--- src/rtl/core/fqrc_pkg.sv ---
// Package for the queue with reverse and clone.
// Holds operation, status and sequencer codes and the result record.
// No dependencies.
package fqrc_pkg;

  typedef enum logic [1:0] {
    OP_ENQUEUE = 2'd0,
    OP_DEQUEUE = 2'd1,
    OP_REVERSE = 2'd2,
    OP_CLONE   = 2'd3
  } op_e;

  typedef enum logic [1:0] {
    STAT_DONE  = 2'd0,
    STAT_EMPTY = 2'd1,
    STAT_FULL  = 2'd2
  } status_e;

  typedef enum logic [2:0] {
    S_IDLE,
    S_DQ_CAP,
    S_CL_RD,
    S_CL_WR,
    S_FRONT,
    S_FRONT_CAP
  } state_e;

  localparam int unsigned ValueWidth = 32;

  typedef struct packed {
    logic [ValueWidth-1:0] removed_value;
    status_e               status;
  } res_t;

endpackage

--- src/rtl/core/fqrc_store.sv ---
// Entry store of the queue: one write port, one read port, registered read data.
// Depends on fqrc_pkg for the value width.
module fqrc_store #(
  parameter int unsigned Depth = 16,
  parameter int unsigned PtrWidth = 4
) (
  input  logic                          clk_i,
  input  logic                          we_i,
  input  logic [PtrWidth-1:0]           waddr_i,
  input  logic [fqrc_pkg::ValueWidth-1:0] wdata_i,
  input  logic [PtrWidth-1:0]           raddr_i,
  output logic [fqrc_pkg::ValueWidth-1:0] rdata_o
);
  import fqrc_pkg::*;

  logic [ValueWidth-1:0] mem [Depth];
  logic [ValueWidth-1:0] rdata_q;

  always_ff @(posedge clk_i) begin
    if (we_i) begin
      mem[waddr_i] <= wdata_i;
    end
  end

  always_ff @(posedge clk_i) begin
    rdata_q <= mem[raddr_i];
  end

  assign rdata_o = rdata_q;

endmodule

--- src/rtl/core/fqrc_ctrl.sv ---
// Sequencer of the queue: head pointer, count, direction bit and the clone copy loop.
// Drives the entry store ports and hands a result record to the output stage.
// Depends on fqrc_pkg.
module fqrc_ctrl #(
  parameter int unsigned Depth = 16,
  parameter int unsigned PtrWidth = 4,
  parameter int unsigned CntWidth = 5
) (
  input  logic                            clk_i,
  input  logic                            rst_ni,
  input  logic                            in_valid_i,
  output logic                            in_ready_o,
  input  fqrc_pkg::op_e                   in_op_i,
  input  logic [fqrc_pkg::ValueWidth-1:0] in_value_i,
  input  logic                            out_free_i,
  output logic                            res_load_o,
  output fqrc_pkg::res_t                  res_o,
  output logic [CntWidth-1:0]             count_o,
  output logic                            mem_we_o,
  output logic [PtrWidth-1:0]             mem_waddr_o,
  output logic [fqrc_pkg::ValueWidth-1:0] mem_wdata_o,
  output logic [PtrWidth-1:0]             mem_raddr_o,
  input  logic [fqrc_pkg::ValueWidth-1:0] mem_rdata_i
);
  import fqrc_pkg::*;

  function automatic logic [PtrWidth-1:0] ptr_inc(input logic [PtrWidth-1:0] p);
    logic [PtrWidth-1:0] r;
    if (p == PtrWidth'(Depth - 1)) r = '0;
    else r = p + PtrWidth'(1);
    return r;
  endfunction

  function automatic logic [PtrWidth-1:0] ptr_dec(input logic [PtrWidth-1:0] p);
    logic [PtrWidth-1:0] r;
    if (p == '0) r = PtrWidth'(Depth - 1);
    else r = p - PtrWidth'(1);
    return r;
  endfunction

  function automatic logic [PtrWidth-1:0] ptr_add(input logic [PtrWidth-1:0] p,
                                                  input logic [CntWidth-1:0] c);
    logic [CntWidth:0] s;
    s = (CntWidth+1)'(p) + (CntWidth+1)'(c);
    if (s >= (CntWidth+1)'(Depth)) s = s - (CntWidth+1)'(Depth);
    return s[PtrWidth-1:0];
  endfunction

  state_e                state_q, state_d;
  logic [PtrWidth-1:0]   head_q, head_d;
  logic [CntWidth-1:0]   count_q, count_d;
  logic                  rev_q, rev_d;
  logic [PtrWidth-1:0]   rp_q, rp_d;
  logic [PtrWidth-1:0]   wp_q, wp_d;
  logic [CntWidth-1:0]   rem_q, rem_d;
  res_t                  res_q, res_d;
  logic [PtrWidth-1:0]   front_slot;
  logic [PtrWidth-1:0]   last_slot;
  logic                  is_empty;
  logic                  is_full;

  assign last_slot  = ptr_add(head_q, count_q - CntWidth'(1));
  assign front_slot = rev_q ? last_slot : head_q;
  assign is_empty   = (count_q == '0);
  assign is_full    = (count_q >= CntWidth'(Depth));

  always_ff @(posedge clk_i or negedge rst_ni) begin
    if (!rst_ni) begin
      state_q <= S_IDLE;
      head_q  <= '0;
      count_q <= '0;
      rev_q   <= 1'b0;
    end else begin
      state_q <= state_d;
      head_q  <= head_d;
      count_q <= count_d;
      rev_q   <= rev_d;
    end
  end

  always_ff @(posedge clk_i) begin
    rp_q  <= rp_d;
    wp_q  <= wp_d;
    rem_q <= rem_d;
    res_q <= res_d;
  end

  always_comb begin
    state_d     = state_q;
    head_d      = head_q;
    count_d     = count_q;
    rev_d       = rev_q;
    rp_d        = rp_q;
    wp_d        = wp_q;
    rem_d       = rem_q;
    res_d       = res_q;
    in_ready_o  = 1'b0;
    res_load_o  = 1'b0;
    mem_we_o    = 1'b0;
    mem_waddr_o = wp_q;
    mem_wdata_o = mem_rdata_i;
    mem_raddr_o = front_slot;

    case (state_q)
      S_IDLE: begin
        in_ready_o = 1'b1;
        if (in_valid_i) begin
          res_d.removed_value = '0;
          res_d.status        = STAT_DONE;
          state_d             = S_FRONT;
          case (in_op_i)
            OP_ENQUEUE: begin
              if (is_full) begin
                res_d.status = STAT_FULL;
              end else begin
                mem_we_o    = 1'b1;
                mem_wdata_o = in_value_i;
                count_d     = count_q + CntWidth'(1);
                if (rev_q) begin
                  mem_waddr_o = ptr_dec(head_q);
                  head_d      = ptr_dec(head_q);
                end else begin
                  mem_waddr_o = ptr_add(head_q, count_q);
                end
              end
            end
            OP_DEQUEUE: begin
              if (is_empty) begin
                res_d.status = STAT_EMPTY;
              end else begin
                count_d = count_q - CntWidth'(1);
                if (!rev_q) head_d = ptr_inc(head_q);
                state_d = S_DQ_CAP;
              end
            end
            OP_REVERSE: begin
              if (is_empty) res_d.status = STAT_EMPTY;
              else rev_d = ~rev_q;
            end
            OP_CLONE: begin
              if (is_empty) begin
                res_d.status = STAT_EMPTY;
              end else if (count_q > CntWidth'(Depth) - count_q) begin
                res_d.status = STAT_FULL;
              end else begin
                rem_d   = count_q;
                rp_d    = front_slot;
                wp_d    = rev_q ? ptr_dec(head_q) : ptr_add(head_q, count_q);
                state_d = S_CL_RD;
              end
            end
            default: ;
          endcase
        end
      end
      S_DQ_CAP: begin
        res_d.removed_value = mem_rdata_i;
        state_d             = S_FRONT;
      end
      S_CL_RD: begin
        mem_raddr_o = rp_q;
        state_d     = S_CL_WR;
      end
      S_CL_WR: begin
        mem_we_o = 1'b1;
        count_d  = count_q + CntWidth'(1);
        rem_d    = rem_q - CntWidth'(1);
        if (rev_q) begin
          head_d = wp_q;
          rp_d   = ptr_dec(rp_q);
          wp_d   = ptr_dec(wp_q);
        end else begin
          rp_d = ptr_inc(rp_q);
          wp_d = ptr_inc(wp_q);
        end
        if (rem_q == CntWidth'(1)) state_d = S_FRONT;
        else state_d = S_CL_RD;
      end
      S_FRONT: begin
        state_d = S_FRONT_CAP;
      end
      S_FRONT_CAP: begin
        if (out_free_i) begin
          res_load_o = 1'b1;
          state_d    = S_IDLE;
        end
      end
      default: begin
        state_d = S_IDLE;
      end
    endcase
  end

  assign res_o   = res_q;
  assign count_o = count_q;

endmodule

--- src/rtl/core/fifo_queue_reverse_clone_unit.sv ---
// Top level of the bounded queue with reverse and clone.
// Instantiates fqrc_ctrl and fqrc_store, holds the result register; uses fqrc_pkg.
//
// Input channel s_axis: tuser carries the operation (enqueue, dequeue, reverse,
// clone), tdata the value appended on enqueue. Output channel m_axis: one
// transaction per accepted input with removed value, front value, front valid,
// entry count and status.
// After acceptance, enqueue, reverse and refused operations pass S_FRONT and
// S_FRONT_CAP before the result is valid; dequeue first passes S_DQ_CAP, and a
// clone of N entries first passes S_CL_RD and S_CL_WR once for each entry.
// A new transaction is taken only after the previous result has been loaded.
// The block takes one transaction at a time; s_axis_tready_o is high only while
// the sequencer is idle. The store has one write and one read port with a
// registered read, so the front value is read back through S_FRONT and
// S_FRONT_CAP, and a clone copies each entry through a read and a write state.
// Reset empties the queue and restores normal order; store contents are not
// cleared and never show. When the receiver stalls, the result register holds
// its transaction and the sequencer waits before loading the next one.
module fifo_queue_reverse_clone_unit #(
  parameter int unsigned QUEUE_DEPTH = 16,
  localparam int unsigned CntWidth = $clog2(QUEUE_DEPTH + 1)
) (
  input  logic                clk_i,
  input  logic                rst_ni,
  input  logic                s_axis_tvalid_i,
  output logic                s_axis_tready_o,
  // [31:0] new_value
  input  logic [31:0]         s_axis_tdata_i,
  // [1:0] operation
  input  logic [1:0]          s_axis_tuser_i,
  output logic                m_axis_tvalid_o,
  input  logic                m_axis_tready_i,
  // [31:0] removed_value, [63:32] front_value, [64] front_valid,
  // [64+CntWidth:65] entry_count, next 2 bits status, zero padded to bytes
  output logic [((2*32+1+CntWidth+2+7)/8)*8-1:0] m_axis_tdata_o
);
  import fqrc_pkg::*;

  localparam int unsigned PtrWidth  = $clog2(QUEUE_DEPTH);
  localparam int unsigned DataBits  = 2 * ValueWidth + 1 + CntWidth + 2;
  localparam int unsigned OutWidth  = ((DataBits + 7) / 8) * 8;
  localparam int unsigned CntLsb    = 2 * ValueWidth + 1;
  localparam int unsigned StatLsb   = CntLsb + CntWidth;

  logic                  res_load;
  res_t                  res;
  logic [CntWidth-1:0]   count;
  logic                  mem_we;
  logic [PtrWidth-1:0]   mem_waddr;
  logic [ValueWidth-1:0] mem_wdata;
  logic [PtrWidth-1:0]   mem_raddr;
  logic [ValueWidth-1:0] mem_rdata;
  logic                  out_valid_q, out_valid_d;
  logic [OutWidth-1:0]   out_data_q, out_data_d;
  logic                  out_free;

  assign out_free = !out_valid_q || m_axis_tready_i;

  fqrc_ctrl #(
    .Depth    (QUEUE_DEPTH),
    .PtrWidth (PtrWidth),
    .CntWidth (CntWidth)
  ) u_ctrl (
    .clk_i       (clk_i),
    .rst_ni      (rst_ni),
    .in_valid_i  (s_axis_tvalid_i),
    .in_ready_o  (s_axis_tready_o),
    .in_op_i     (op_e'(s_axis_tuser_i)),
    .in_value_i  (s_axis_tdata_i),
    .out_free_i  (out_free),
    .res_load_o  (res_load),
    .res_o       (res),
    .count_o     (count),
    .mem_we_o    (mem_we),
    .mem_waddr_o (mem_waddr),
    .mem_wdata_o (mem_wdata),
    .mem_raddr_o (mem_raddr),
    .mem_rdata_i (mem_rdata)
  );

  fqrc_store #(
    .Depth    (QUEUE_DEPTH),
    .PtrWidth (PtrWidth)
  ) u_store (
    .clk_i   (clk_i),
    .we_i    (mem_we),
    .waddr_i (mem_waddr),
    .wdata_i (mem_wdata),
    .raddr_i (mem_raddr),
    .rdata_o (mem_rdata)
  );

  always_comb begin
    out_valid_d = out_valid_q;
    out_data_d  = out_data_q;
    if (m_axis_tready_i) out_valid_d = 1'b0;
    if (res_load) begin
      out_valid_d = 1'b1;
      out_data_d  = '0;
      out_data_d[ValueWidth-1:0]            = res.removed_value;
      out_data_d[2*ValueWidth-1:ValueWidth] = (count != '0) ? mem_rdata : '0;
      out_data_d[2*ValueWidth]              = (count != '0);
      out_data_d[CntLsb +: CntWidth]        = count;
      out_data_d[StatLsb +: 2]              = res.status;
    end
  end

  always_ff @(posedge clk_i or negedge rst_ni) begin
    if (!rst_ni) begin
      out_valid_q <= 1'b0;
    end else begin
      out_valid_q <= out_valid_d;
    end
  end

  always_ff @(posedge clk_i) begin
    out_data_q <= out_data_d;
  end

  assign m_axis_tvalid_o = out_valid_q;
  assign m_axis_tdata_o  = out_data_q;

endmodule

--- config.mk ---
export PLATFORM = sky130hd
export DESIGN_NAME = fifo_queue_reverse_clone_unit
export DESIGN_NICKNAME = d
export VERILOG_FILES = /design/src/rtl/core/fqrc_pkg.sv /design/src/rtl/core/fqrc_store.sv /design/src/rtl/core/fqrc_ctrl.sv /design/src/rtl/core/fifo_queue_reverse_clone_unit.sv
export SDC_FILE = /design/constraint.sdc
export NUM_CORES = 1
export LEC_CHECK = 0
export BUFFER_PORTS_ARGS = -buffer_cell sky130_fd_sc_hd__buf_2
export CAP_MARGIN = 5
export CORE_MARGIN = 4
export CORE_UTILIZATION = 28
export CTS_CLUSTER_SIZE = 10
export DETAILED_ROUTE_END_ITERATION = 6
export MAX_ROUTING_LAYER = met4
export SLEW_MARGIN = 20
export SYNTH_ARGS = -nofsm -noshare
export SYNTH_HDL_FRONTEND = slang
export SYNTH_SLANG_ARGS = --single-unit
export TNS_END_PERCENT = 10
--- constraint.sdc ---
create_clock -name clk_i -period 5.9 [get_ports clk_i]
set_input_delay 1.18 -clock clk_i [delete_from_list [all_inputs] [get_ports clk_i]]
set_output_delay 1.18 -clock clk_i [all_outputs]
set_load 0.01 [all_outputs]
==> results.py <==
metrics = {
    "routing": {
        "drt_iter0_markers": 1179,
        "routed_wl_um": 63670,
        "antenna_left": 0,
        "routedWlPerCell_um": 20.54,
        "via_per_inst": 4.662,
        "first_pass_iters": 5,
        "num_vias": 14450,
        "drc": 0,
    },
    "cells_and_area": {
        "area_growth_pct": 17.11,
        "nets": 1847,
        "fin_util_pct": 33.24,
        "drive_gt1_share_pct": 17.00,
        "fillers": 9096,
        "diodes": 0,
    },
    "power": {
        "p_leak_uw": 0.01030,
        "power_density_mw_per_mm2": 303.5,
        "ir_drop_mv": 0.2062,
    },
    "timing": {
        "drv_slew": 0,
        "rsz0062_at_grt": "false",
        "setup_viol": 0,
        "relSlewSlack_pct": 27.04,
        "skew_ns": 0.02247,
        "max_freq_ghz": 0.2392,
        "fin_crit_ns": 4.180,
        "period_share_pct": 70.84,
        "setup_tns_ns": 0,
        "worstMarginPinSlew_ns": 1.094,
        "hold_ws_ns": 0.4092,
        "hold_viol_final": 0,
    },
    "floorplan": {
        "die_w_um": 319.0,
        "core_area_sq_mm": 0.09544,
        "pin_count": 112,
        "initial_core_util_pct": 28.38,
        "die_h_um": 319.0,
        "placementRows": 113,
        "die-area_sq_mm": 0.1018,
    },
    "clock_tree": {
        "root_buffer": "clkbuf_16",
        "clock_path_buffers": 3,
        "cts_buffers": 78,
        "post_cts_resized": 0,
        "clock_latency_ns": 0.61,
        "path_clk_slew_ns": 0.06,
        "cts_hold_buf": 0,
        "cts_setup_buffers": 0,
        "cts_max_level": 3,
        "cts_tree": "done",
        "clkSinkCount": 677,
    },
    "job": {
        "maxCapViolCount": 0,
    },
    "hold_path": {
        "min_path_type": "register to register",
    },
    "placed_design": {
        "port_buffers": 111,
        "dp.final_hpwl_um": 40430,
        "place.gp.congestion": 0.8634,
    },
    "worst_setup_path": {
        "crit_path_end_kind": "register",
        "required_ns": 6.20,
        "critPathArrivalTime_ns": 4.48,
        "reg2reg_slack_ns": 1.72,
        "crit_fanout": 25,
        "crit_path_cell_trace": "inv_1, ha_1, nor3b_1, ha_1, a21oi_2, nand3_2, buf_4, a22oi_1, nor2_4, buf_4",
        "crit_buf_inv": 3,
        "worstSetupPathType": "register to register",
        "path_delay_family": "simple AND/OR/NAND/NOR gates",
        "startpoint_type": "register",
        "slowest_stage": "nor2_4",
        "cpPeakStageDelay_ns": 0.76,
    },
    "synth": {
        "async_flop_share_pct": 2.068,
        "synth_compound_area_share_pct": 4.504,
        "ys_warn_count": 0,
        "synth.distinct_cells": 61,
        "synth_fa_ha_area_share_pct": 1.395,
        "syn-num-nets": 1703,
        "synth_seq_cells": 677,
        "syn_area_sq_mm": 0.02708,
        "seq_area_frac_synth_pct": 73.62,
        "synth.area.mux_share_pct": 11.93,
        "synthSimpleGateAreaFrac_pct": 5.502,
        "syn_inst": 1636,
        "syn_area_per_cell_sq_um": 16.56,
        "synth-xor-area-share_pct": 0.8084,
        "synth_top_family_by_area": "multiplexers",
        "ys.flop_type": "edfxtp_1",
        "synth_edf_count": 631,
    },
    "grt": {
        "overflow": 0,
        "track_usage_pct": 12.56,
        "grt_pass1_vias": 14730,
        "grt_max_degree": 45,
        "grt_first_pass_wirelength_um": 94940,
        "antenna_found_initial": 1,
    },
    "outcome": {
        "status": "finished, final reports clean",
    },
}
[worst register-to-register path, cell delays in order (launching register included)]
cell     delay (ns)
dfrtp_1        0.50
inv_1          0.20
ha_1           0.21
nor3b_1        0.40
ha_1           0.25
a21oi_2        0.05
nand3_2        0.33
buf_4          0.46
a22oi_1        0.38
nor2_4         0.76
buf_4          0.35
[cell usage in the layout (no fill, tap or decap), drive strengths merged, types with 8 or more instances in the layout]
cell | netlist | layout
dfrtp | 14 | 14
xnor2 | 18 | 18
nor2b | 37 | 37
mux2i | 246 | 246
a31oi | 8 | 8
edfxtp | 631 | 631
nor2 | 91 | 91
dfxtp | 32 | 32
nand3 | 10 | 10
o21ai | 24 | 24
nand2 | 130 | 130
o22ai | 98 | 98
clkbuf | 33 | 125
and2 | 33 | 33
ha | 27 | 27
inv | 25 | 31
a21oi | 24 | 24
mux4 | 32 | 32
buf | 52 | 149
[path summary, 6_finish.rpt]
path	start	endpoint	depth (start not counted)
max in group asynchronous	rst_ni	u_ctrl.state_q[1]	1
setup / recovery	u_ctrl.count_o[1]	u_store.mem[0][22]	10
hold reg to reg	u_ctrl.res_o[20]	m_axis_tdata_o[18]	0
setup reg to reg	u_ctrl.count_o[1]	u_store.mem[0][22]	10
hold / removal	u_ctrl.res_o[20]	m_axis_tdata_o[18]	0
min in group asynchronous	rst_ni	u_ctrl.count_o[4]	1
[state kept, by name, indices dropped and copies added, names as in the netlist]
signal and cells:
u_ctrl.rp_q 4, u_ctrl.rev_q 1, m_axis_tdata_o 72, u_ctrl.count_o 5
u_store.mem 512, u_store.rdata_o 32, u_ctrl.state_q 3, u_ctrl.wp_q 4
u_ctrl.res_o 34, u_ctrl.head_q 4, u_ctrl.rem_q 5, m_axis_tvalid_o 1
[cell families (layout without fill, tap and decap cells)]
group                      count (synthesis)  in the layout
DFF                                      677            677
and+or+nand+nor                          327            327
muxes                                    282            282
AOI/OAI and AO/OA                        186            186
buffers and inverters                    110            309
adders and majority gates                 29             29
xor gates and xnor gates                  25             25
[area by class of cell]
cell class	instances	area [sq um]	share of cell area, %
timing repair buffer	149	1109	3.495
clock buffer	125	2128	6.710
tap	1265	1583	4.990
inverter	25	93.84	0.2959
multi-input combinational	849	6735	21.23
sequential	677	19940	62.86
clock inverter	10	130.1	0.4103
[cell usage after synthesis (4+ instances only)]
| cell | n | area, sq um |
|---|---|---|
| dfrtp_1 | 14 | 350.3 |
| buf_6 | 16 | 180.2 |
| a21o_1 | 5 | 37.54 |
| nor3b_1 | 4 | 30.03 |
| nor2b_1 | 37 | 231.5 |
| o21ai_0 | 20 | 100.1 |
| inv_1 | 25 | 93.84 |
| buf_4 | 12 | 90.09 |
| xor2_1 | 7 | 61.31 |
| ha_1 | 27 | 337.8 |
| dfxtp_1 | 32 | 640.6 |
| nor3_1 | 7 | 35.03 |
| o22ai_1 | 98 | 613.1 |
| a31oi_1 | 8 | 50.05 |
| and2_1 | 33 | 206.5 |
| edfxtp_1 | 631 | 18950 |
| xnor2_1 | 18 | 157.7 |
| nor2_1 | 91 | 341.6 |
| nand2_1 | 130 | 488.0 |
| a21oi_1 | 23 | 115.1 |
| buf_2 | 23 | 115.1 |
| mux4_2 | 32 | 720.7 |
| nand3_1 | 10 | 50.05 |
| clkbuf_1 | 33 | 123.9 |
| mux2i_1 | 246 | 2462 |
[per-layer routing]
metal	wire length [um]	track usage, %
met3	3255	1.820
met2	30650	19.91
met5	0	-
met1	28490	16.86
met4	1278	3.748
[per-stage QoR]
stage	std cells	instance area, sq um	setup WS (ns)	total power, uW
6_report	3100	31720	1.720	9625
3_3_place_gp	2953	29140	1.643	5373
5_1_grt	3100	31720	1.432	9955
3_5_place_dp	2961	29360	1.520	5374
2_1_floorplan	1636	27080	1.150	5324
4_1_cts	3096	31620	1.577	9735
[power by group]
group          switching, uW  internal [uW]
clock                   1830           2520
combinational           66.3           37.9
sequential              1.24           5170
total                   1900           7730
Note: power is estimated with default switching activity, not from simulation.
